===== config.mk =====
export PLATFORM = sky130hd
export DESIGN_NAME = imu_vibration_classifier
export DESIGN_NICKNAME = d
export VERILOG_FILES = /design/src/imu_vc_pkg.sv /design/src/imu_vibration_classifier.sv
export SDC_FILE = /design/constraint.sdc
export NUM_CORES = 2
export LEC_CHECK = 0
export CAP_MARGIN = 20
export CORE_AREA = 2 2 327 329
export DETAILED_ROUTE_END_ITERATION = 7
export DIE_AREA = 0 0 329 331
export DONT_BUFFER_PORTS = 1
export HOLD_SLACK_MARGIN = 0.15
export MAX_ROUTING_LAYER = met4
export PLACE_DENSITY = 0.82
export SLEW_MARGIN = 20
export SYNTH_ARGS = -nofsm -noshare
export SYNTH_HDL_FRONTEND = slang
export SYNTH_SLANG_ARGS = --single-unit

===== constraint.sdc =====
create_clock -name i_clk -period 21.9 [get_ports i_clk]
set_input_delay 0 -clock i_clk [delete_from_list [all_inputs] [get_ports i_clk]]
set_output_delay 0 -clock i_clk [all_outputs]
set_load 0.1 [all_outputs]

===== src/imu_vc_pkg.sv =====
// Shared types, register indexes and reset values for the IMU vibration classifier.
`default_nettype none

package imu_vc_pkg;

    localparam int unsigned CfgIdxW = 3;
    localparam int unsigned CfgDataW = 16;

    typedef enum logic [CfgIdxW-1:0] {
        CFG_OFFSET_X = 3'd0,
        CFG_OFFSET_Y = 3'd1,
        CFG_OFFSET_Z = 3'd2,
        CFG_SUDDEN   = 3'd3,
        CFG_STILL    = 3'd4,
        CFG_LOW      = 3'd5,
        CFG_HIGH     = 3'd6,
        CFG_DEADBAND = 3'd7
    } t_cfg_idx;

    typedef enum logic [2:0] {
        LVL_STILL  = 3'd0,
        LVL_LOW    = 3'd1,
        LVL_MEDIUM = 3'd2,
        LVL_HIGH   = 3'd3,
        LVL_SUDDEN = 3'd4
    } t_level;

    typedef logic signed [16:0] t_corr;
    typedef logic signed [17:0] t_rate;

    // Reset values; limits are kept squared for the magnitude compare.
    localparam logic [15:0] OffsetXRst  = 16'd2294;
    localparam logic [15:0] OffsetYRst  = 16'hFEB8;
    localparam logic [15:0] OffsetZRst  = 16'hC3D7;
    localparam logic [15:0] SuddenRst   = 16'd29491;
    localparam logic [31:0] StillSqRst  = 32'd2683044;
    localparam logic [31:0] LowSqRst    = 32'd67108864;
    localparam logic [31:0] HighSqRst   = 32'd268435456;
    localparam logic [14:0] DeadbandRst = 15'd14;

endpackage

`default_nettype wire


===== src/imu_vibration_classifier.sv =====
// Top level of the IMU vibration classifier: offset, gyro smoothing, level and alert.
// Pipeline: an accepted beat goes through the input stage and then the result stage, both registered.
// Throughput: one beat per cycle unless the result channel stalls; each stage has its own valid and
//   advances when the next is empty or drained; an empty input stage takes a beat while a result waits.
// Reset (synchronous, active low): pipeline emptied, previous acceleration and gyro averages
//   zeroed, alert off, configuration back to its defaults (limits stored squared).
`default_nettype none

module imu_vibration_classifier
    import imu_vc_pkg::*;
(
    input  wire logic                i_clk,
    input  wire logic                i_rst_n,
    // configuration write channel
    input  wire logic                i_cfg_valid,
    output logic                     o_cfg_ready,
    input  wire logic [CfgIdxW-1:0]  i_cfg_index,
    input  wire logic [CfgDataW-1:0] i_cfg_data,
    // sample input channel
    input  wire logic                i_in_valid,
    output logic                     o_in_ready,
    input  wire logic signed [15:0]  i_accel_x,
    input  wire logic signed [15:0]  i_accel_y,
    input  wire logic signed [15:0]  i_accel_z,
    input  wire logic signed [15:0]  i_gyro_x,
    input  wire logic signed [15:0]  i_gyro_y,
    input  wire logic signed [15:0]  i_gyro_z,
    // result channel
    output logic                     o_out_valid,
    input  wire logic                i_out_ready,
    output logic signed [16:0]       o_corr_x,
    output logic signed [16:0]       o_corr_y,
    output logic signed [16:0]       o_corr_z,
    output logic signed [17:0]       o_rate_x,
    output logic signed [17:0]       o_rate_y,
    output logic signed [17:0]       o_rate_z,
    output logic [2:0]               o_level,
    output logic                     o_alert
);

    // ------------------------------------------------------------------
    // Configuration registers. Config beats are always taken. The user must
    // keep the block idle whenever they arrive; the block does not enforce it.
    // The squared limits then settle before the next sample reaches the result stage.
    // ------------------------------------------------------------------
    logic [15:0] r_offset [3];
    logic [15:0] r_sudden_limit;
    logic [31:0] r_still_sq;
    logic [31:0] r_low_sq;
    logic [31:0] r_high_sq;
    logic [14:0] r_deadband;
    logic [31:0] w_cfg_sq;
    logic        w_cfg_wr;

    assign o_cfg_ready = 1'b1;
    assign w_cfg_wr    = i_cfg_valid & o_cfg_ready;
    assign w_cfg_sq    = 32'(i_cfg_data) * 32'(i_cfg_data);

    always_ff @(posedge i_clk) begin
        if (!i_rst_n) begin
            r_offset[0]    <= OffsetXRst;
            r_offset[1]    <= OffsetYRst;
            r_offset[2]    <= OffsetZRst;
            r_sudden_limit <= SuddenRst;
            r_still_sq     <= StillSqRst;
            r_low_sq       <= LowSqRst;
            r_high_sq      <= HighSqRst;
            r_deadband     <= DeadbandRst;
        end else if (w_cfg_wr) begin
            case (t_cfg_idx'(i_cfg_index))
                CFG_OFFSET_X: r_offset[0]    <= i_cfg_data;
                CFG_OFFSET_Y: r_offset[1]    <= i_cfg_data;
                CFG_OFFSET_Z: r_offset[2]    <= i_cfg_data;
                CFG_SUDDEN:   r_sudden_limit <= i_cfg_data;
                CFG_STILL:    r_still_sq     <= w_cfg_sq;
                CFG_LOW:      r_low_sq       <= w_cfg_sq;
                CFG_HIGH:     r_high_sq      <= w_cfg_sq;
                CFG_DEADBAND: r_deadband     <= i_cfg_data[14:0];
                default:      r_deadband     <= r_deadband;
            endcase
        end
    end

    // ------------------------------------------------------------------
    // Handshake: each stage loads when it is empty or its content moves on.
    // ------------------------------------------------------------------
    logic r_s1_valid;
    logic r_out_valid;
    logic w_s1_ready;
    logic w_s2_ready;
    logic w_in_take;
    logic w_s2_load;

    assign w_s2_ready = !r_out_valid || i_out_ready;
    assign w_s1_ready = !r_s1_valid || w_s2_ready;
    assign w_in_take  = i_in_valid && w_s1_ready;
    assign w_s2_load  = r_s1_valid && w_s2_ready;
    assign o_in_ready = w_s1_ready;

    // ------------------------------------------------------------------
    // Stage 1: offset correction, per-axis jump test, gyro deadband and
    // half-weight average. The stage registers double as the state: the
    // corrected values are the previous acceleration for the next beat
    // and the rate registers are the running averages.
    // ------------------------------------------------------------------
    logic signed [15:0] w_accel [3];
    logic signed [15:0] w_gyro  [3];
    t_corr              r_last_corr [3];
    t_rate              r_rate_avg  [3];
    logic               r_s1_sudden;
    t_corr              n_corr [3];
    t_rate              n_rate [3];
    logic               n_sudden;

    assign w_accel[0] = i_accel_x;
    assign w_accel[1] = i_accel_y;
    assign w_accel[2] = i_accel_z;
    assign w_gyro[0]  = i_gyro_x;
    assign w_gyro[1]  = i_gyro_y;
    assign w_gyro[2]  = i_gyro_z;

    always_comb begin
        logic signed [17:0] diff;
        logic        [17:0] diff_abs;
        logic        [16:0] g_abs;
        logic signed [15:0] g_kept;
        logic signed [18:0] sum;
        n_sudden = 1'b0;
        for (int i = 0; i < 3; i++) begin
            n_corr[i] = {w_accel[i][15], w_accel[i]} + {r_offset[i][15], r_offset[i]};
            diff      = {n_corr[i][16], n_corr[i]} - {r_last_corr[i][16], r_last_corr[i]};
            diff_abs  = diff[17] ? 18'(-diff) : 18'(diff);
            if (diff_abs > {2'b00, r_sudden_limit}) begin
                n_sudden = 1'b1;
            end

            g_abs  = w_gyro[i][15] ? 17'(-{w_gyro[i][15], w_gyro[i]})
                                   : {w_gyro[i][15], w_gyro[i]};
            g_kept = (g_abs < {2'b00, r_deadband}) ? 16'sd0 : w_gyro[i];
            // 4*g plus old average, then arithmetic halving (floor)
            sum       = {g_kept[15], g_kept, 2'b00} + {r_rate_avg[i][17], r_rate_avg[i]};
            n_rate[i] = sum[18:1];
        end
    end

    always_ff @(posedge i_clk) begin
        if (!i_rst_n) begin
            r_s1_valid  <= 1'b0;
            r_s1_sudden <= 1'b0;
            for (int i = 0; i < 3; i++) begin
                r_last_corr[i] <= '0;
                r_rate_avg[i]  <= '0;
            end
        end else begin
            if (w_s1_ready) begin
                r_s1_valid <= i_in_valid;
            end
            if (w_in_take) begin
                r_s1_sudden <= n_sudden;
                for (int i = 0; i < 3; i++) begin
                    r_last_corr[i] <= n_corr[i];
                    r_rate_avg[i]  <= n_rate[i];
                end
            end
        end
    end

    // ------------------------------------------------------------------
    // Stage 2: squared magnitude against squared limits, level and alert.
    // Three parallel 17x17 squares, one 34-bit sum, three compares.
    // ------------------------------------------------------------------
    logic [33:0] w_m2;
    t_level      n_level;
    logic        n_alert;
    t_corr       r_corr [3];
    t_rate       r_rate [3];
    t_level      r_level;
    logic        r_alert;

    always_comb begin
        logic signed [33:0] sq;
        w_m2 = '0;
        for (int i = 0; i < 3; i++) begin
            sq   = r_last_corr[i] * r_last_corr[i];
            w_m2 = w_m2 + {1'b0, sq[32:0]};
        end
    end

    always_comb begin
        n_level = LVL_MEDIUM;
        n_alert = r_alert;
        if (r_s1_sudden) begin
            n_level = LVL_SUDDEN;
            n_alert = 1'b1;
        end else if (w_m2 < {2'b00, r_still_sq}) begin
            n_level = LVL_STILL;
            n_alert = 1'b0;
        end else if (w_m2 < {2'b00, r_low_sq}) begin
            n_level = LVL_LOW;
            n_alert = 1'b0;
        end else if (w_m2 >= {2'b00, r_high_sq}) begin
            n_level = LVL_HIGH;
            n_alert = 1'b0;
        end
    end

    // The alert output register is also the alert state carried between beats.
    always_ff @(posedge i_clk) begin
        if (!i_rst_n) begin
            r_out_valid <= 1'b0;
            r_alert     <= 1'b0;
            r_level     <= LVL_STILL;
        end else begin
            if (w_s2_ready) begin
                r_out_valid <= r_s1_valid;
            end
            if (w_s2_load) begin
                r_alert <= n_alert;
                r_level <= n_level;
            end
        end
    end

    always_ff @(posedge i_clk) begin
        if (w_s2_load) begin
            for (int i = 0; i < 3; i++) begin
                r_corr[i] <= r_last_corr[i];
                r_rate[i] <= r_rate_avg[i];
            end
        end
    end

    assign o_out_valid = r_out_valid;
    assign o_corr_x    = r_corr[0];
    assign o_corr_y    = r_corr[1];
    assign o_corr_z    = r_corr[2];
    assign o_rate_x    = r_rate[0];
    assign o_rate_y    = r_rate[1];
    assign o_rate_z    = r_rate[2];
    assign o_level     = r_level;
    assign o_alert     = r_alert;

    // ------------------------------------------------------------------
    // Checks
    // ------------------------------------------------------------------
    a_sudden_sets_alert: assert property (@(posedge i_clk) disable iff (!i_rst_n)
        (o_out_valid && o_level == LVL_SUDDEN) |-> o_alert)
        else $error("sudden result without alert");

    a_quiet_clears_alert: assert property (@(posedge i_clk) disable iff (!i_rst_n)
        (o_out_valid && (o_level == LVL_STILL || o_level == LVL_LOW || o_level == LVL_HIGH))
        |-> !o_alert)
        else $error("alert left on after still, low or high result");

    a_medium_holds_alert: assert property (@(posedge i_clk) disable iff (!i_rst_n)
        (w_s2_load && n_level == LVL_MEDIUM) |=> (o_alert == $past(o_alert)))
        else $error("alert changed on medium result");

    a_stage_moves_on_load: assert property (@(posedge i_clk) disable iff (!i_rst_n)
        w_s2_load |=> o_out_valid)
        else $error("result stage not valid after load");

endmodule

`default_nettype wire

## Yosys cells after proc, flatten, opt, wreduce, memory -nomap -nowiden

Memories as Yosys holds them, arrays and structs flattened.
Cells that the tools add are included.

| storage, ports and cells | value |
|---|---|
| logic and storage cells | 122 |
| input bits | 120 |
| register bits after elaboration | 134 |
| memories kept | 5 |
| output and inout port bits | 112 |
| RAM bits | 258 |

Memory list:

| memory | depth | bits a word | rd ports | clocked after Yosys merged registers in | wr ports | RTL line | RTL |
|---|---|---|---|---|---|---|---|
| r_rate | 3 | 18 | 3 | 0 | 3 | imu_vibration_classifier.sv:176 | `t_rate r_rate [3];` |
| r_rate_avg | 3 | 18 | 3 | 0 | 3 | imu_vibration_classifier.sv:109 | `t_rate r_rate_avg [3];` |
| r_corr | 3 | 17 | 3 | 0 | 3 | imu_vibration_classifier.sv:175 | `t_corr r_corr [3];` |
| r_last_corr | 3 | 17 | 3 | 0 | 3 | imu_vibration_classifier.sv:108 | `t_corr r_last_corr [3];` |
| r_offset | 3 | 16 | 3 | 0 | 3 | imu_vibration_classifier.sv:46 | `logic [15:0] r_offset [3];` |

| cells by class | value |
|---|---|
| bitwise gates (word level) | 9 |
| multipliers | 4 |
| $lt $le $gt $ge | 9 |
| equal/unequal tests | 7 |
| muxes and demuxes | 47 |
| reduce and logical (&&, ||, !) cells | 14 |
| $add $sub $neg | 17 |

Operators with widths:

| cell | count |
|---|---|
| 18-bit two-way mux | 6 |
| 17-bit two-way mux | 6 |
| 17-bit by 17-bit multiplier with 33-bit output | 3 |
| 16-bit two-way mux | 6 |
| 34-bit by 32-bit less-than comparator with 1-bit output | 2 |
| 18-bit by 18-bit adder with 19-bit output | 3 |
| 18-bit by 16-bit > comparator with 1-bit output | 3 |
| 18-bit negation | 3 |
| 17-bit by 17-bit subtractor with 18-bit output | 3 |
| 16-bit by 16-bit adder with 17-bit output | 3 |
| 17-bit by 15-bit less-than comparator with 1-bit output | 3 |
| 17-bit negation | 3 |
| 33-bit by 33-bit adder with 34-bit output | 1 |
| 34-bit by 33-bit adder with 34-bit output | 1 |
| 34-bit by 32-bit greater-or-equal comparator with 1-bit output | 1 |
| 16-bit by 16-bit multiplier with 32-bit output | 1 |
| 1-bit two-way mux | 26 |
| 3-bit equality test (second input constant) | 4 |
| 2-bit AND reduction | 6 |
| 1-bit OR | 9 |
| 3-bit by 2-bit equality test with 1-bit output (second input constant) | 2 |
| 2-bit two-way mux | 2 |
| 4-bit nonzero test | 1 |
| 3-bit by 1-bit equality test with 1-bit output (second input constant) | 1 |
| other kinds (5) | 8 |

## Longest topological paths before layout

An unclocked memory read counts as a cell.

| depth | value |
|---|---|
| depth in word-level cells | 9 |
| depth in mapped cells | 45 |
| mapped depth without buffers | 44 |

## Worst setup path after synthesis

No wires, ideal clock.

| timing | value |
|---|---|
| path type | register to register |
| start | mem r_last_corr[0][7] (netlist name) |
| end | reg r_level[1] (netlist: o_level[1]) |
| required time | 21778 ps |
| clock period less this slack | 9364 ps |
| setup time | 122 ps |
| data arrival time | 9242 ps |
| path buffers | 1 |
| cell stages (with the launch flop) | 41 |
| slack | 12536 ps |
| cell sequence | edfxtp_1 clkbuf_1 nand2_1 fa_1 inv_1 fa_1 inv_1 fa_1 inv_1 fa_1 fa_1 inv_1 fa_1 inv_1 ha_1 and3_1 a221oi_1 o21ai_0 [5 not listed] fa_1 inv_1 ha_1 and3_1 a31oi_1 o21ai_0 a21o_1 a21oi_1 o31a_1 nor2_1 nor2_1 xnor2_1 ha_1 a21o_1 a211o_1 nor3_1 o21ai_0 a311o_1 |

RTL lines:

| item | RTL line | RTL |
|---|---|---|
| from (decl) | imu_vibration_classifier.sv:108 |  |
| to (signal assigned) | imu_vibration_classifier.sv:219 | `r_level <= n_level;` |
| to (decl) | imu_vibration_classifier.sv:177 | `t_level r_level;` |

==> flow_summary.ini <==
[sta]
slew_violations = 0
max_freq_ghz = 0.0894
rsz0062_at_grt = no
post-route-period-util = 0.511
fin_tns_setup_ns = 0
tightest_slew_ns = 1.13
period_minus_slack_ns = 11.18
finalHoldViolCount = 0
fin_skew_ns = 0.0770
finalSetupViolations = 0
max_slew_margin = 0.243

[finish]
area_growth_pct = 8.04
post_route_cells_drive_above_1_share = 0.0244
final_cell_mix = 1533 x inv_1, 997 x fa_1, 719 x ha_1, 651 x nand2_1, 427 x nor2_1
fillers = 8111
nets = 8894
multi_input_area_mm2 = 0.0471
regArea_mm2 = 0.0104
layout_commonest_cell = inv_1

[drt]
wirelength_mm = 180
antenna_left = 0
wl_per_cell_um = 21.1
viasPerCell = 5.81
drt-initial-drc-count = 4368
drc = 0
dr.pass1.iters = 6
via_count = 49500

[synth]
synthArstFlopShare = 0
ys_types = 82
ys_warn_count = 0
avgSynthCellArea_um2 = 9.18
netlist_area_mm2 = 0.0638
synth_cells = 6953
ys_ff_latch = 389
synth_edf_count = 258
synth_nets = 8789
seq_area_frac_synth = 0.162
synth_ff_type = edfxtp_1

[hold_path]
min_path_type = primary input to register

[setup_path]
crit_slowest_cell = edfxtp_1
worstPathMaxFanout = 19
required_ns = 22.40
worstSetupPathType = register to register
slowest_delay_ns = 0.74
start_kind = register
end_kind = register
crit_arrival_ns = 11.68
path_common_cell = fa_1

[clocking]
htreeDepth = 2
cts_buffers = 49
clk_pin_slew_worst_paths_ns = 0.07
root_buffer = clkbuf_16
clock-sinks = 389
cts_buffer_depth = 3
cts_tree = done
cts_resized = 0
clk_latency_ns = 0.69

[die]
rows = 119
io_pins = 232
start_util = 0.608
dieArea_mm2 = 0.109
die_width_um = 329
dieHeight_um = 331
core_area_mm2 = 0.105

[flow_run]
drv_cap = 0

[grt]
overflow = 0
grt_max_degree = 143
grt_pass1_vias = 52500
grt_util_all_layers = 0.345
grt_pass1_wl_mm = 282
antenna_found_initial = 24

[place]
portBuffers = 0
gp_congestion = 1.01
dp_hpwl_mm = 140

[run_status]
outcome = finished clean
-- cells by family after synthesis --
logic type	after synthesis	share of synthesized area
and+or+nand+nor	1753	0.128
adders and majority gates	1716	0.454
buffers and inverters	1714	0.101
AOI/OAI and AO/OA	990	0.102
DFF	389	0.162
xor gates and xnor gates	381	0.0523
muxes	9	0.00147
other	1	0.0000587
-- final timing paths --
check,end,slack [ns],cells past startpoint,startpoint
worst min-delay path,r_deadband[4],0.20,3,i_cfg_data[4]
worst max-delay path,o_level[1],10.72,39,r_last_corr[0][16]
worst min register to register,r_rate[0][36],0.43,0,r_rate_avg[0][36]
worst max register to register,o_level[1],10.72,39,r_last_corr[0][16]
-- metrics by stage --
step	worst slack [ns]	utilization	hold WS [ns]	cells	cell area (µm²)
3_3_place_gp	11.23	0.621	0.129	8207	65200
3_5_place_dp	11.00	0.621	0.107	8207	65200
6_report	10.72	0.657	0.202	8520	69000
5_1_grt	10.04	0.657	0.212	8511	68900
2_1_floorplan	12.54	-	0.139	6953	63800
4_1_cts	10.89	0.656	0.154	8489	68900
-- worst max-delay path: cells and delay by family (launching register included) --
kind	cells	cell delay, ns
xor gates and xnor gates	3	0.79
adders and majority gates	10	4.02
and+or+nand+nor	8	1.38
AOI/OAI and AO/OA	14	3.19
buffers and inverters	4	0.87
DFF	1	0.74
-- final cells by class --
class                           instances  area share
Clock inverter                         36     0.00666
Antenna cell                           31     0.00112
Tap cell                             1391      0.0252
Timing Repair Buffer                  220      0.0311
Clock buffer                           55      0.0184
Multi-Input combinational cell       4850       0.683
Inverter                             1548      0.0843
Sequential cell                       389       0.150
-- per-layer routing --
layer,wire length (µm),vias up,GRT usage,part of all wire
met5,0,-,-,0
met4,9630,0,0.158,0.053
met3,16800,601,0.0650,0.093
met2,86600,2271,0.563,0.48
met1,67100,24400,0.417,0.37
li1,-,22200,-,-
-- flip-flops by register name (all words and copies together), names as in the netlist --
signal and cells:
r_low_sq 31, o_alert 1, r_rate_avg 54, r_still_sq 31, o_level 3, r_high_sq 31
r_rate 54, r_s1_valid 1, r_last_corr 51, r_sudden_limit 16, r_deadband 15, r_s1_sudden 1
r_corr 51, o_out_valid 1, r_offset 48
-- synth_stat cells, types with 122 or more instances --
| cell | count | share of area |
|---|---|---|
| and2_1 | 195 | 0.019 |
| clkbuf_1 | 157 | 0.0092 |
| inv_1 | 1534 | 0.090 |
| o21ai_0 | 197 | 0.015 |
| xnor2_1 | 259 | 0.036 |
| a21oi_1 | 238 | 0.019 |
| nand2_1 | 654 | 0.038 |
| ha_1 | 719 | 0.14 |
| nor2_1 | 428 | 0.025 |
| fa_1 | 997 | 0.31 |
| edfxtp_1 | 258 | 0.12 |
| a21o_1 | 153 | 0.018 |
| dfxtp_1 | 131 | 0.041 |
| xor2_1 | 122 | 0.017 |
-- what timing repair did --
item / 4_1_cts / 5_1_grt
hold buffers: 191 / 0
buffers inserted: 0 / 0
endpoints found under the hold margin: 331 / 0
Power is not shown: default switching activity piles up to over one toggle a cycle in this logic, so the estimate is an artifact.
